File: src/rtl/assert_macros.svh
// Assertion macros shared by the RTL of the line payload extractor.
`ifndef ASSERT_MACROS_SVH
`define ASSERT_MACROS_SVH

// Clocked property, disabled while reset is asserted.
`define PLE_ASSERT(lbl, clk, rst_n, prop, msg) \
	lbl: assert property (@(posedge clk) disable iff (!rst_n) (prop)) else $error(msg);

// Next-cycle implication built on the macro above.
`define PLE_ASSERT_NEXT(lbl, clk, rst_n, ante, cons, msg) \
	`PLE_ASSERT(lbl, clk, rst_n, (ante) |=> (cons), msg)

`endif

File: src/rtl/ple_pkg.sv
// Package: types, constants and helpers of the line payload extractor.
package ple_pkg;

	localparam int MAX_LEN    = 64;
	localparam int CNT_W      = (MAX_LEN > 2) ? $clog2(MAX_LEN) : 1;
	localparam int IDX_W      = 6;
	localparam int BYTE_W     = 8;
	localparam int PREFIX_LEN = 13;
	localparam int POS_W      = 4;

	localparam logic [CNT_W-1:0]  CNT_LAST = CNT_W'(MAX_LEN - 1);
	localparam logic [POS_W-1:0]  POS_LAST = POS_W'(PREFIX_LEN - 1);
	localparam logic [BYTE_W-1:0] CHAR_CR  = 8'h0D;
	localparam logic [BYTE_W-1:0] CHAR_LF  = 8'h0A;

	// Command codes of the input channel.
	localparam logic CMD_RX_BYTE = 1'b0;
	localparam logic CMD_CLEAR   = 1'b1;

	typedef enum logic [1:0] {
		PH_HUNT    = 2'd0,
		PH_PAYLOAD = 2'd1,
		PH_WAIT_LF = 2'd2
	} phase_t;

	typedef struct packed {
		logic              command;
		logic [BYTE_W-1:0] rx_byte;
	} item_t;

	typedef struct packed {
		logic              payload_valid;
		logic [IDX_W-1:0]  payload_index;
		logic [BYTE_W-1:0] payload_byte;
		logic              message_done;
		logic [IDX_W-1:0]  message_length;
		logic              overflow;
		logic              ready_res;
	} result_t;

	// "+MQTTSUBRECV:"
	function automatic logic [BYTE_W-1:0] prefix_char(input logic [POS_W-1:0] pos);
		logic [BYTE_W-1:0] c;
		unique case (pos)
			4'd0:    c = 8'h2B; // +
			4'd1:    c = 8'h4D; // M
			4'd2:    c = 8'h51; // Q
			4'd3:    c = 8'h54; // T
			4'd4:    c = 8'h54; // T
			4'd5:    c = 8'h53; // S
			4'd6:    c = 8'h55; // U
			4'd7:    c = 8'h42; // B
			4'd8:    c = 8'h52; // R
			4'd9:    c = 8'h45; // E
			4'd10:   c = 8'h43; // C
			4'd11:   c = 8'h56; // V
			4'd12:   c = 8'h3A; // :
			default: c = 8'h2B;
		endcase
		return c;
	endfunction

	// Count to 6-bit index, masked or zero extended.
	function automatic logic [IDX_W-1:0] to_idx(input logic [CNT_W-1:0] cnt);
		logic [CNT_W+IDX_W-1:0] wide;
		wide = {{IDX_W{1'b0}}, cnt};
		return wide[IDX_W-1:0];
	endfunction

endpackage

File: src/rtl/ple_if.sv
// Channel interfaces: input transactions and result transactions.
interface ple_in_if import ple_pkg::*; ();
	logic              valid;
	logic              ready;
	logic              command;
	logic [BYTE_W-1:0] rx_byte;

	modport source (output valid, output command, output rx_byte, input ready);
	modport sink   (input valid, input command, input rx_byte, output ready);
endinterface

interface ple_out_if import ple_pkg::*; ();
	logic              valid;
	logic              ready;
	logic              payload_valid;
	logic [IDX_W-1:0]  payload_index;
	logic [BYTE_W-1:0] payload_byte;
	logic              message_done;
	logic [IDX_W-1:0]  message_length;
	logic              overflow;
	logic              ready_res;

	modport source (output valid, output payload_valid, output payload_index,
		output payload_byte, output message_done, output message_length,
		output overflow, output ready_res, input ready);
	modport sink   (input valid, input payload_valid, input payload_index,
		input payload_byte, input message_done, input message_length,
		input overflow, input ready_res, output ready);
endinterface

File: src/rtl/prefixed_line_payload_extractor.sv
// Top level: prefixed line payload extractor with input and result registers.
//
// Usage:
//  in_ch  carries one transaction per received serial byte (command 0) or a
//         clear command (command 1) that drops the message-waiting flag.
//  out_ch returns exactly one result transaction per input transaction, in
//         order: payload byte with its index, message completion with length,
//         overflow status and the current ready flag.
//  The tracker hunts for "+MQTTSUBRECV:" only while no message is waiting,
//  then forwards bytes up to CR and completes the message on LF.
//
// Timing:
//  The accepting edge loads the input register; once the result register is
//  free or draining, the tracker runs and loads it. Without receiver stalls,
//  throughput is one transaction per cycle; the tracker updates its state in
//  the same cycle that it produces a result, so consecutive bytes chain.
//  When the receiver stalls, the result register holds, the input register
//  still takes one more transaction, and in_ch.ready drops once both are full.
// Reset (arst_n low): both registers empty, tracker back to prefix hunt with
// count, ready flag and overflow cleared.
`include "assert_macros.svh"

module prefixed_line_payload_extractor import ple_pkg::*; (
	input  logic clk,
	input  logic arst_n,
	ple_in_if.sink    in_ch,
	ple_out_if.source out_ch
);

	item_t   item_s1;
	logic    vld_s1;
	result_t res_s2;
	logic    vld_s2;
	result_t res_d;
	logic    adv_s1;
	logic    in_acc;

	// Stage 1 moves forward when the result register is free or drains now.
	assign adv_s1      = vld_s1 && (!vld_s2 || out_ch.ready);
	assign in_ch.ready = !vld_s1 || adv_s1;
	assign in_acc      = in_ch.valid && in_ch.ready;

	always_ff @(posedge clk or negedge arst_n) begin
		if (!arst_n) begin
			vld_s1 <= 1'b0;
		end else if (in_acc) begin
			vld_s1 <= 1'b1;
		end else if (adv_s1) begin
			vld_s1 <= 1'b0;
		end
	end

	always_ff @(posedge clk) begin
		if (in_acc) begin
			item_s1.command <= in_ch.command;
			item_s1.rx_byte <= in_ch.rx_byte;
		end
	end

	// State only advances for a transaction that leaves stage 1.
	ple_tracker u_tracker (
		.clk    (clk),
		.arst_n (arst_n),
		.en     (adv_s1),
		.item   (item_s1),
		.res    (res_d)
	);

	always_ff @(posedge clk or negedge arst_n) begin
		if (!arst_n) begin
			vld_s2 <= 1'b0;
		end else if (adv_s1) begin
			vld_s2 <= 1'b1;
		end else if (out_ch.ready) begin
			vld_s2 <= 1'b0;
		end
	end

	always_ff @(posedge clk) begin
		if (adv_s1) begin
			res_s2 <= res_d;
		end
	end

	assign out_ch.valid          = vld_s2;
	assign out_ch.payload_valid  = res_s2.payload_valid;
	assign out_ch.payload_index  = res_s2.payload_index;
	assign out_ch.payload_byte   = res_s2.payload_byte;
	assign out_ch.message_done   = res_s2.message_done;
	assign out_ch.message_length = res_s2.message_length;
	assign out_ch.overflow       = res_s2.overflow;
	assign out_ch.ready_res      = res_s2.ready_res;

	// A byte is either payload or a line end, never both.
	`PLE_ASSERT(a_done_excl, clk, arst_n, vld_s2 |-> !(res_s2.payload_valid && res_s2.message_done), "payload and done together")
	// A completed message always leaves the ready flag set.
	`PLE_ASSERT(a_done_rdy, clk, arst_n, (vld_s2 && res_s2.message_done) |-> res_s2.ready_res, "done without ready flag")
	// Bytes are only stored while the message has not overflowed.
	`PLE_ASSERT(a_store_ovf, clk, arst_n, (vld_s2 && res_s2.payload_valid) |-> !res_s2.overflow, "payload stored after overflow")
	// A stalled pipeline keeps its waiting transaction.
	`PLE_ASSERT_NEXT(a_hold_s1, clk, arst_n, vld_s1 && vld_s2 && !out_ch.ready, vld_s1, "stage 1 lost under stall")

endmodule

File: src/rtl/ple_tracker.sv
// Message tracker: prefix hunt, payload counting and line completion state.
module ple_tracker import ple_pkg::*; (
	input  logic    clk,
	input  logic    arst_n,
	input  logic    en,
	input  item_t   item,
	output result_t res
);

	phase_t           ph_q, ph_d;
	logic [POS_W-1:0] pos_q, pos_d;
	logic [CNT_W-1:0] cnt_q, cnt_d;
	logic             rdy_q, rdy_d;
	logic             ovf_q, ovf_d;

	logic [POS_W-1:0] pos_eff;
	logic             is_cr;
	logic             is_lf;
	logic             has_room;
	logic             store;
	logic             done;

	assign pos_eff  = (pos_q > POS_LAST) ? '0 : pos_q;
	assign is_cr    = (item.rx_byte == CHAR_CR);
	assign is_lf    = (item.rx_byte == CHAR_LF);
	assign has_room = (cnt_q < CNT_LAST);

	// Next state
	always_comb begin
		ph_d  = ph_q;
		pos_d = pos_q;
		cnt_d = cnt_q;
		rdy_d = rdy_q;
		ovf_d = ovf_q;
		if (item.command == CMD_CLEAR) begin
			rdy_d = 1'b0;
		end else begin
			unique case (ph_q)
				PH_PAYLOAD: begin
					if (is_cr) begin
						ph_d = PH_WAIT_LF;
					end else if (has_room) begin
						cnt_d = cnt_q + 1'b1;
					end else begin
						ovf_d = 1'b1;
					end
				end
				PH_WAIT_LF: begin
					if (is_lf) begin
						rdy_d = 1'b1;
						ph_d  = PH_HUNT;
						pos_d = '0;
					end
				end
				default: begin
					ph_d = PH_HUNT;
					if (rdy_q) begin
						pos_d = '0;
					end else if (item.rx_byte == prefix_char(pos_eff)) begin
						if (pos_eff == POS_LAST) begin
							ph_d  = PH_PAYLOAD;
							pos_d = '0;
							cnt_d = '0;
							ovf_d = 1'b0;
						end else begin
							pos_d = pos_eff + 1'b1;
						end
					end else begin
						pos_d = (item.rx_byte == prefix_char('0)) ? POS_W'(1) : '0;
					end
				end
			endcase
		end
	end

	// Outputs
	always_comb begin
		store = (item.command == CMD_RX_BYTE) && (ph_q == PH_PAYLOAD) && !is_cr && has_room;
		done  = (item.command == CMD_RX_BYTE) && (ph_q == PH_WAIT_LF) && is_lf;
		res.payload_valid  = store;
		res.payload_index  = store ? to_idx(cnt_q) : '0;
		res.payload_byte   = store ? item.rx_byte : '0;
		res.message_done   = done;
		res.message_length = done ? to_idx(cnt_q) : '0;
		res.overflow       = ovf_d;
		res.ready_res      = rdy_d;
	end

	always_ff @(posedge clk or negedge arst_n) begin
		if (!arst_n) begin
			ph_q  <= PH_HUNT;
			pos_q <= '0;
			cnt_q <= '0;
			rdy_q <= 1'b0;
			ovf_q <= 1'b0;
		end else if (en) begin
			ph_q  <= ph_d;
			pos_q <= pos_d;
			cnt_q <= cnt_d;
			rdy_q <= rdy_d;
			ovf_q <= ovf_d;
		end
	end

endmodule

File: src/flat_wrapper.sv
// flat-port wrapper written by rule: the top's interface ports become plain ports
module prefixed_line_payload_extractor_flat import ple_pkg::*;
  (clk, arst_n, in_ch_valid, in_ch_command, in_ch_rx_byte, in_ch_ready, out_ch_valid, out_ch_payload_valid, out_ch_payload_index, out_ch_payload_byte, out_ch_message_done, out_ch_message_length, out_ch_overflow, out_ch_ready_res, out_ch_ready);
  ple_in_if in_ch_i ();
  ple_out_if out_ch_i ();
  input  logic clk;
  input  logic arst_n;
  input wire logic [$bits(in_ch_i.valid)-1:0] in_ch_valid;
  input wire logic [$bits(in_ch_i.command)-1:0] in_ch_command;
  input wire logic [$bits(in_ch_i.rx_byte)-1:0] in_ch_rx_byte;
  output wire logic [$bits(in_ch_i.ready)-1:0] in_ch_ready;
  output wire logic [$bits(out_ch_i.valid)-1:0] out_ch_valid;
  output wire logic [$bits(out_ch_i.payload_valid)-1:0] out_ch_payload_valid;
  output wire logic [$bits(out_ch_i.payload_index)-1:0] out_ch_payload_index;
  output wire logic [$bits(out_ch_i.payload_byte)-1:0] out_ch_payload_byte;
  output wire logic [$bits(out_ch_i.message_done)-1:0] out_ch_message_done;
  output wire logic [$bits(out_ch_i.message_length)-1:0] out_ch_message_length;
  output wire logic [$bits(out_ch_i.overflow)-1:0] out_ch_overflow;
  output wire logic [$bits(out_ch_i.ready_res)-1:0] out_ch_ready_res;
  input wire logic [$bits(out_ch_i.ready)-1:0] out_ch_ready;
  assign in_ch_i.valid = in_ch_valid;
  assign in_ch_i.command = in_ch_command;
  assign in_ch_i.rx_byte = in_ch_rx_byte;
  assign in_ch_ready = in_ch_i.ready;
  assign out_ch_valid = out_ch_i.valid;
  assign out_ch_payload_valid = out_ch_i.payload_valid;
  assign out_ch_payload_index = out_ch_i.payload_index;
  assign out_ch_payload_byte = out_ch_i.payload_byte;
  assign out_ch_message_done = out_ch_i.message_done;
  assign out_ch_message_length = out_ch_i.message_length;
  assign out_ch_overflow = out_ch_i.overflow;
  assign out_ch_ready_res = out_ch_i.ready_res;
  assign out_ch_i.ready = out_ch_ready;
  prefixed_line_payload_extractor u_core (.clk(clk), .arst_n(arst_n), .in_ch(in_ch_i), .out_ch(out_ch_i));
endmodule
File: config.mk
export PLATFORM = sky130hd
export DESIGN_NAME = prefixed_line_payload_extractor_flat
export DESIGN_NICKNAME = d
export VERILOG_FILES = /design/src/rtl/ple_pkg.sv /design/src/rtl/ple_if.sv /design/src/rtl/prefixed_line_payload_extractor.sv /design/src/rtl/ple_tracker.sv /design/src/flat_wrapper.sv
export VERILOG_INCLUDE_DIRS = /design/src /design/src/rtl
export SDC_FILE = /design/constraint.sdc
export NUM_CORES = 1
export LEC_CHECK = 0
export BUFFER_PORTS_ARGS = -buffer_cell sky130_fd_sc_hd__buf_4
export CORE_MARGIN = 4
export CORE_UTILIZATION = 56
export CTS_CLUSTER_DIAMETER = 200
export DETAILED_ROUTE_END_ITERATION = 7
export GPL_ROUTABILITY_DRIVEN = 0
export MAX_ROUTING_LAYER = met4
export PLACE_DENSITY = 0.79
export SLEW_MARGIN = 20
export SYNTH_ARGS = -nofsm -noshare
export SYNTH_HDL_FRONTEND = slang
export SYNTH_SLANG_ARGS = --single-unit
File: constraint.sdc
create_clock -name clk -period 4.2 [get_ports clk]
set_input_delay 0.21 -clock clk [delete_from_list [all_inputs] [get_ports clk]]
set_output_delay 0.21 -clock clk [all_outputs]
set_load 0.01 [all_outputs]
==> results of run 1 <==
## logic make-up after synthesis
family / count (synthesis) / synth area share, %
XOR/XNOR: 6 / 2.35
adder cells (fa/ha/maj): 7 / 3.43
multiplexers: 2 / 1.27
flip-flops: 49 / 54.5
AND/OR/NAND/NOR: 92 / 21.2
buffers and inverters: 20 / 3.82
AO/OA/AOI/OAI: 47 / 13.5
## through the flow
step	hold slack (ns)	total power, mW	util [%]	cells
6_report	0.0716	1.17	68.0	314
5_1_grt	0.0589	1.23	68.0	314
4_1_cts	0.0623	1.18	68.0	314
3_5_place_dp	0.0826	0.846	65.1	305
3_3_place_gp	0.0808	0.837	65.1	305
2_1_floorplan	-0.0856	0.760	-	223
## state kept, by name, indices dropped and copies added, names as in the netlist, 2 cells and up
| register | cells |
|---|---|
| u_core.item_s1 | 9 |
| u_core.out_ch.message_length | 6 |
| u_core.out_ch.payload_byte | 8 |
| u_core.u_tracker.ph_q | 2 |
| u_core.out_ch.payload_index | 6 |
| u_core.u_tracker.pos_q | 4 |
| u_core.u_tracker.cnt_q | 6 |
## layout make-up
type	instances	area, sq um
Sequential cell	49	1390
Clock buffer	5	68.8
Multi-Input combinational cell	154	1060
Clock inverter	3	46.3
Timing Repair Buffer	40	303
Fill cell	357	1400
Tap cell	52	65.1
Inverter	11	41.3
## Yosys cell counts, drive strengths merged (3+ instances only)
| cell type | count |
|---|---|
| xnor2 | 3 |
| ha | 7 |
| nor3 | 13 |
| o21ai | 9 |
| inv | 11 |
| nor2b | 3 |
| o21bai | 4 |
| or3 | 6 |
| a31oi | 4 |
| a22o | 3 |
| a21oi | 11 |
| buf | 6 |
| and2 | 20 |
| nand3 | 4 |
| nand3b | 3 |
| nand2b | 4 |
| nor2 | 11 |
| xor2 | 3 |
| clkbuf | 3 |
| nand2 | 14 |
| dfrtp | 16 |
| and3 | 4 |
| edfxtp | 33 |
## per-layer routing
metal / global-route usage (%) / wire length, um / up-vias / part of all wire, %
met5: - / 0 / - / 0
met4: 6.02 / 71 / 0 / 1.4
met3: 4.35 / 345 / 6 / 7.0
met2: 31.2 / 2390 / 55 / 48
met1: 25.0 / 2130 / 861 / 43
li1: - / - / 904 / -
## power by group
part | internal (mW) | total, mW | switching [mW] | leakage [nW]
Clock | 0.178 | 0.337 | 0.159 | 0.0543
Combinational | 0.0935 | 0.207 | 0.114 | 0.633
Sequential | 0.575 | 0.630 | 0.0551 | 0.531
Total | 0.846 | 1.17 | 0.328 | 1.22
## worst paths after layout
kind | startpoint | end | slack (ns) | cells after the start
setup / recovery | u_core.u_tracker.pos_q[2] | u_core.out_ch.overflow | 0.73 | 10
hold / removal | in_ch_command | u_core.item_s1[8] | 0.07 | 1
setup reg to reg | u_core.u_tracker.pos_q[2] | u_core.out_ch.overflow | 0.73 | 10
hold reg to reg | u_core.vld_s1 | u_core.out_ch.valid | 0.50 | 1
max in group asynchronous | arst_n | u_core.u_tracker.pos_q[2] | 3.71 | 2
min in group asynchronous | arst_n | u_core.u_tracker.cnt_q[1] | 0.30 | 2
## what timing repair did
item | in CTS | in global routing
hold buffers | 1 | 0
hold endpoints to repair | 16 | 0
gates resized for setup | 0 | 0
==> qor.txt, run 1 <==
Status = finished, final reports clean
Critical path required time = 4.27 ns
Die area = 0.00570 sq mm
Root Buffer = clkbuf_8
Core Box Area = 0.00438 sq mm
Io pins = 39
Finished Cell Area = 0.00298 sq mm
Clock sink total = 49
Tmin final = 3.47 ns
Largest net degree at the start of global routing = 28
Worst hold path class = input pin to flip-flop
Post-DP Area = 0.00286 sq mm
Via density = 5.82
Final TNS setup = 0 ns
Routed via count = 1826
Startpoint types = flip-flop
Most frequent cells in the layout = buf_4, edfxtp_1, and2_1
DRT iter0 DRCs = 107
Post-synthesis sequential area ratio = 54.5%
Max-Slew Margin vs Limit = 60.7%
Clock transition at the registers of the reported paths = 0.09 ns
H-tree lvl count = 2
Final worst slack = 0.728 ns
Crit share post-route = 82.7%
Syn nets = 243
GRT Total Usage = 19.5%
Initial antenna violation count = 0
CP Capture Type = flip-flop
Die extent in y = 75.5 um
Clk_lat worst skew = 0.31 ns
Vias in the first global route = 1725
Cell Rows = 24
P&R area growth vs syn = 16.7%
IO buf count = 38
DRC violation count after routing = 0
Syn Area/Cell = 11.5 sq um
Post-Route WL = 4.94 mm
Average wire per standard cell = 15.7 um
Max Slew Vio Count = 0
Synthesized instance count = 223
CTS tree = done
Leakage = 1.22 nW
Critical path class = flip-flop to flip-flop
Ys Warns = 0
Power density over cell area = 394 mW/mm^2
Slowest cell on crit path = dfrtp_1
Max stage delay on crit path = 0.66 ns
First-pass iteration count of the detailed router = 4
Asr flop ratio synth = 32.7%
CP Buf/Inv Count = 0
Diodes inserted = 0
EDFF count, synth = 33
Worst ir drop on vdd = 0.000256 V
CP Max Fanout = 17
Final Skew = 0.00902 ns
NumNets Final = 281
Mapped Area = 0.00255 sq mm
Global-route wire length before repair = 8.09 mm
Largest delay share family, worst path = simple AND/OR/NAND/NOR gates
# setup viols final = 0
Initial Util = 58.2%
Final HPWL DP = 3.64 mm
Share of cells above drive strength 1 = 21.8%
# Post-CTS Setup Buffers = 0
Ranking of synthesized cells by area = edfxtp_1, dfrtp_1, and2_1, ha_1, a21oi_1
Arr. time, crit path = 3.54 ns
Commonest non-fill, non-tap cell in the layout = buf_4
GRT overflow = 0
Worst-Margin Slew = 0.588 ns
RSZ-0062 raised after global routing = false
Largest area contributor in the netlist = edfxtp_1
Post-route ant nets = 0
Die Wd = 75.5 um
Synth Flop Type = edfxtp_1
Synth Register Bits = 49
Post-synth top area share = 38.8%
Fmax = 288 MHz
CP Cell Sequence = nand2_1, nand2_1, ha_1, o21ba_1, or3_1, a32oi_1, nand4_2, or3_1, nor3_2, o21ai_1
DP Worst Slack = 0.776 ns
Post-synth cell types = 53
Max Cap Violations = 0
Final hold violations = 0
CTS buffer count = 5
Longest Clk Path Bufs = 2
Note: power is estimated with default switching activity, not from simulation.
==> run 2, diff against run 1 <==
--- a/config.mk
+++ b/config.mk
@@ -6,14 +6,15 @@
 export SDC_FILE = /design/constraint.sdc
 export NUM_CORES = 1
 export LEC_CHECK = 0
+export ABC_AREA = 1
 export BUFFER_PORTS_ARGS = -buffer_cell sky130_fd_sc_hd__buf_4
 export CORE_MARGIN = 4
-export CORE_UTILIZATION = 56
+export CORE_UTILIZATION = 51
 export CTS_CLUSTER_DIAMETER = 200
 export DETAILED_ROUTE_END_ITERATION = 7
 export GPL_ROUTABILITY_DRIVEN = 0
 export MAX_ROUTING_LAYER = met4
-export PLACE_DENSITY = 0.79
+export PLACE_DENSITY = 0.76
 export SLEW_MARGIN = 20
 export SYNTH_ARGS = -nofsm -noshare
 export SYNTH_HDL_FRONTEND = slang
==> constraint.sdc (replaced) <==
create_clock -name clk -period 3.03 [get_ports clk]
set_input_delay 0.1515 -clock clk [delete_from_list [all_inputs] [get_ports clk]]
set_output_delay 0.1515 -clock clk [all_outputs]
set_load 0.01 [all_outputs]
==> run 2 against run 1 <==
Utilization shrank 4.9 points. Critical path type unchanged. Register-to-register slack lost 0.30 ns. Sequential share of layout area shrank 0.88 points. Fmax grew 34%. Cell area grew 1.9%. Area after synthesis grew 1.0%. Die area grew 9.7%. Power grew 56%. Sequential power grew 43%. Worst hold slack lost 0.052 ns. First-iteration DRC count grew 84%.
==> qor.txt, run 2 <==
Status = finished, final reports clean (unchanged)
Leakage = 1.38 nW (was 1.22 nW)
Syn Area/Cell = 9.28 sq um (was 11.5 sq um)
Die Wd = 79.1 um (was 75.5 um)
# setup viols final = 0 (unchanged)
Startpoint types = flip-flop (unchanged)
Share of cells above drive strength 1 = 20.1% (was 21.8%)
Cell Rows = 25 (was 24)
Final hold violations = 0 (unchanged)
Synth Flop Type = edfxtp_1 (unchanged)
CTS buffer count = 5 (unchanged)
Die extent in y = 79.1 um (was 75.5 um)
Synth Register Bits = 49 (unchanged)
Power Total = 1.83 mW (was 1.17 mW)
First-pass iteration count of the detailed router = 4 (unchanged)
Largest net degree at the start of global routing = 27 (was 28)
Synthesized instance count = 278 (was 223)
Routed via count = 1966 (was 1826)
Syn nets = 298 (was 243)
Final Skew = 0.00980 ns (was 0.00902 ns)
Crit share post-route = 85.8% (was 82.7%)
Max Cap Violations = 0 (unchanged)
Arr. time, crit path = 2.66 ns (was 3.54 ns)
CP Cell Sequence = nand2_4, inv_4, nor2_1, inv_1, ha_1, inv_1, nand3_1, nand2_1, inv_1, nand2_1, nand2_1, nand3_2, nor2_4, nand4_1, nand2_1, a22oi_1 (was nand2_1, nand2_1, ha_1, o21ba_1, or3_1, a32oi_1, nand4_2, or3_1, nor3_2, o21ai_1)
Post-Route WL = 4.87 mm (was 4.94 mm)
Post-synth top area share = 38.4% (was 38.8%)
IO buf count = 38 (unchanged)
Worst-Margin Slew = 0.933 ns (was 0.588 ns)
Global-route wire length before repair = 8.17 mm (was 8.09 mm)
Post-route ant nets = 0 (unchanged)
Critical path class = flip-flop to flip-flop (unchanged)
GRT Total Usage = 17.3% (was 19.5%)
Asr flop ratio synth = 32.7% (unchanged)
DRT iter0 DRCs = 197 (was 107)
Biggest register = u_core.item_s1 (unchanged)
Ys Warns = 0 (unchanged)
Tmin final = 2.60 ns (was 3.47 ns)
Via density = 5.04 (was 5.82)
DRC violation count after routing = 0 (unchanged)
P&R area growth vs syn = 17.7% (was 16.7%)
Int Pwr = 1.20 mW (was 0.846 mW)
Ranking of synthesized cells by area = edfxtp_1, dfrtp_1, nand2_1, inv_1, nor2_1 (was edfxtp_1, dfrtp_1, and2_1, ha_1, a21oi_1)
Initial Util = 53.6% (was 58.2%)
Final TNS setup = 0 ns (unchanged)
Post-synthesis sequential area ratio = 53.9% (was 54.5%)
Post-synth cell types = 34 (was 53)
Post-synth top cells = nand2_1, inv_1, nor2_1 (was edfxtp_1, and2_1, dfrtp_1)
Most common cell in the synthesized netlist = nand2_1 (was edfxtp_1)
Worst hold path class = input pin to flip-flop (unchanged)
Comb pwr share = 29.1% (was 17.6%)
Worst ir drop on vdd = 0.000423 V (was 0.000256 V)
Largest delay share family, worst path = simple AND/OR/NAND/NOR gates (unchanged)
CP Capture Type = flip-flop (unchanged)
Mapped Area = 0.00258 sq mm (was 0.00255 sq mm)
Max-Slew Margin vs Limit = 37.7% (was 60.7%)
Net Sw Frac = 34.8% (was 27.9%)
Clk_lat worst skew = 0.31 ns (about the same)
Largest area contributor in the netlist = edfxtp_1 (unchanged)
Vias in the first global route = 1757 (was 1725)
EDFF count, synth = 33 (unchanged)
CP Max Fanout = 10 (was 17)
Power density over cell area = 604 mW/mm^2 (was 394 mW/mm^2)
Core Box Area = 0.00482 sq mm (was 0.00438 sq mm)
Longest Clk Path Bufs = 2 (unchanged)
Slowest cell on crit path = dfrtp_1 (unchanged)
CTS tree = done (unchanged)
NetSw = 0.637 mW (was 0.328 mW)
Final HPWL DP = 3.70 mm (was 3.64 mm)
Critical path required time = 3.09 ns (was 4.27 ns)
Io pins = 39 (unchanged)
Fmax = 385 MHz (was 288 MHz)
Clock network fraction of total power = 21.8% (was 28.7%)
Max Slew Vio Count = 0 (unchanged)
CP Buf/Inv Count = 4 (was 0)
RSZ-0062 raised after global routing = false (unchanged)
Most frequent cells in the layout = nand2_1, inv_1, nor2_1, buf_4, edfxtp_1 (was buf_4, edfxtp_1, and2_1)
Clock sink total = 49 (unchanged)
GRT overflow = 0 (unchanged)
# fillers = 429 (was 357)
Post-cts sizing count = 0 (unchanged)
Average wire per standard cell = 12.5 um (was 15.7 um)
Max reg flops = 9 (unchanged)
Die area = 0.00626 sq mm (was 0.00570 sq mm)
NumNets Final = 342 (was 281)
Clock transition at the registers of the reported paths = 0.10 ns (was 0.09 ns)
Commonest non-fill, non-tap cell in the layout = nand2_1 (was buf_4)
H-tree lvl count = 2 (unchanged)
Initial antenna violation count = 0 (unchanged)
Most used cell, CP = nand2_1
Max stage delay on crit path = 0.52 ns (was 0.66 ns)
Diodes inserted = 0 (unchanged)
Sequential power share = 49.1% (was 53.6%)
Root Buffer = clkbuf_8 (unchanged)
## run 2: final cells by class
type | count | area [sq um] | area share, %
clock buffers | 5 | 68.8 | 2.27
clock inverters | 3 | 26.3 | 0.865
inverters | 48 | 183 | 6.01
multi-input cells | 178 | 980 | 32.2
flip-flops and latches | 49 | 1390 | 45.8
well taps | 67 | 83.8 | 2.76
repair buffers | 40 | 305 | 10.0
## run 2: cells by family after synthesis
family / Yosys count / synth area share (%)
fa+ha+maj: 7 / 3.39
xor+xnor: 4 / 1.36
simple gates: 151 / 29.1
compound gates: 16 / 4.07
buf+inv: 51 / 8.10
flops: 49 / 53.9
## run 2: timing repair
item                      4_1_cts  5_1_grt
hold buffers                    1        1
buffers inserted                0        0
hold endpoints to repair       16        1
## run 2: routing by layer
layer	track usage, %	vias to the layer above	share of wire, %
li1	-	996	-
met1	23.7	885	47
met2	25.8	78	44
met3	3.51	7	8.1
met4	6.19	0	1.1
met5	-	-	0
## run 2: power groups by stage
stage | sequential [mW] | combinational [mW] | clock, mW
floorplan | 0.905 | 0.376 | 0
CTS | 0.898 | 0.536 | 0.407
global placement | 0.910 | 0.520 | 0
finish | 0.900 | 0.534 | 0.399
global route | 0.912 | 0.607 | 0.435
detailed placement | 0.913 | 0.530 | 0
## run 2: worst paths after layout
path                       cells past startpoint  slack [ns]                         to                 startpoint
max reg2reg                                   16        0.43     u_core.out_ch.overflow  u_core.u_tracker.pos_q[2]
max                                           16        0.43     u_core.out_ch.overflow  u_core.u_tracker.pos_q[2]
max in group asynchronous                      2        2.60  u_core.u_tracker.pos_q[3]                     arst_n
min reg2reg                                    2        0.51  u_core.u_tracker.cnt_q[4]  u_core.u_tracker.cnt_q[4]
min in group asynchronous                      2        0.23     u_core.u_tracker.rdy_q                     arst_n
min                                            1        0.02          u_core.item_s1[8]              in_ch_command
## run 2: per-stage QoR
step | cell area (sq um) | setup slack [ns] | utilization, % | cells | hold WS [ns]
floorplan | 2580 | 0.796 | - | 278 | -0.144
global placement | 2920 | 0.519 | 60.7 | 380 | 0.0232
detailed placement | 2920 | 0.457 | 60.7 | 380 | 0.0280
CTS | 3030 | 0.454 | 62.9 | 389 | 0.0111
global route | 3040 | 0.164 | 63.1 | 390 | 0.00156
finish | 3040 | 0.430 | 63.1 | 390 | 0.0201
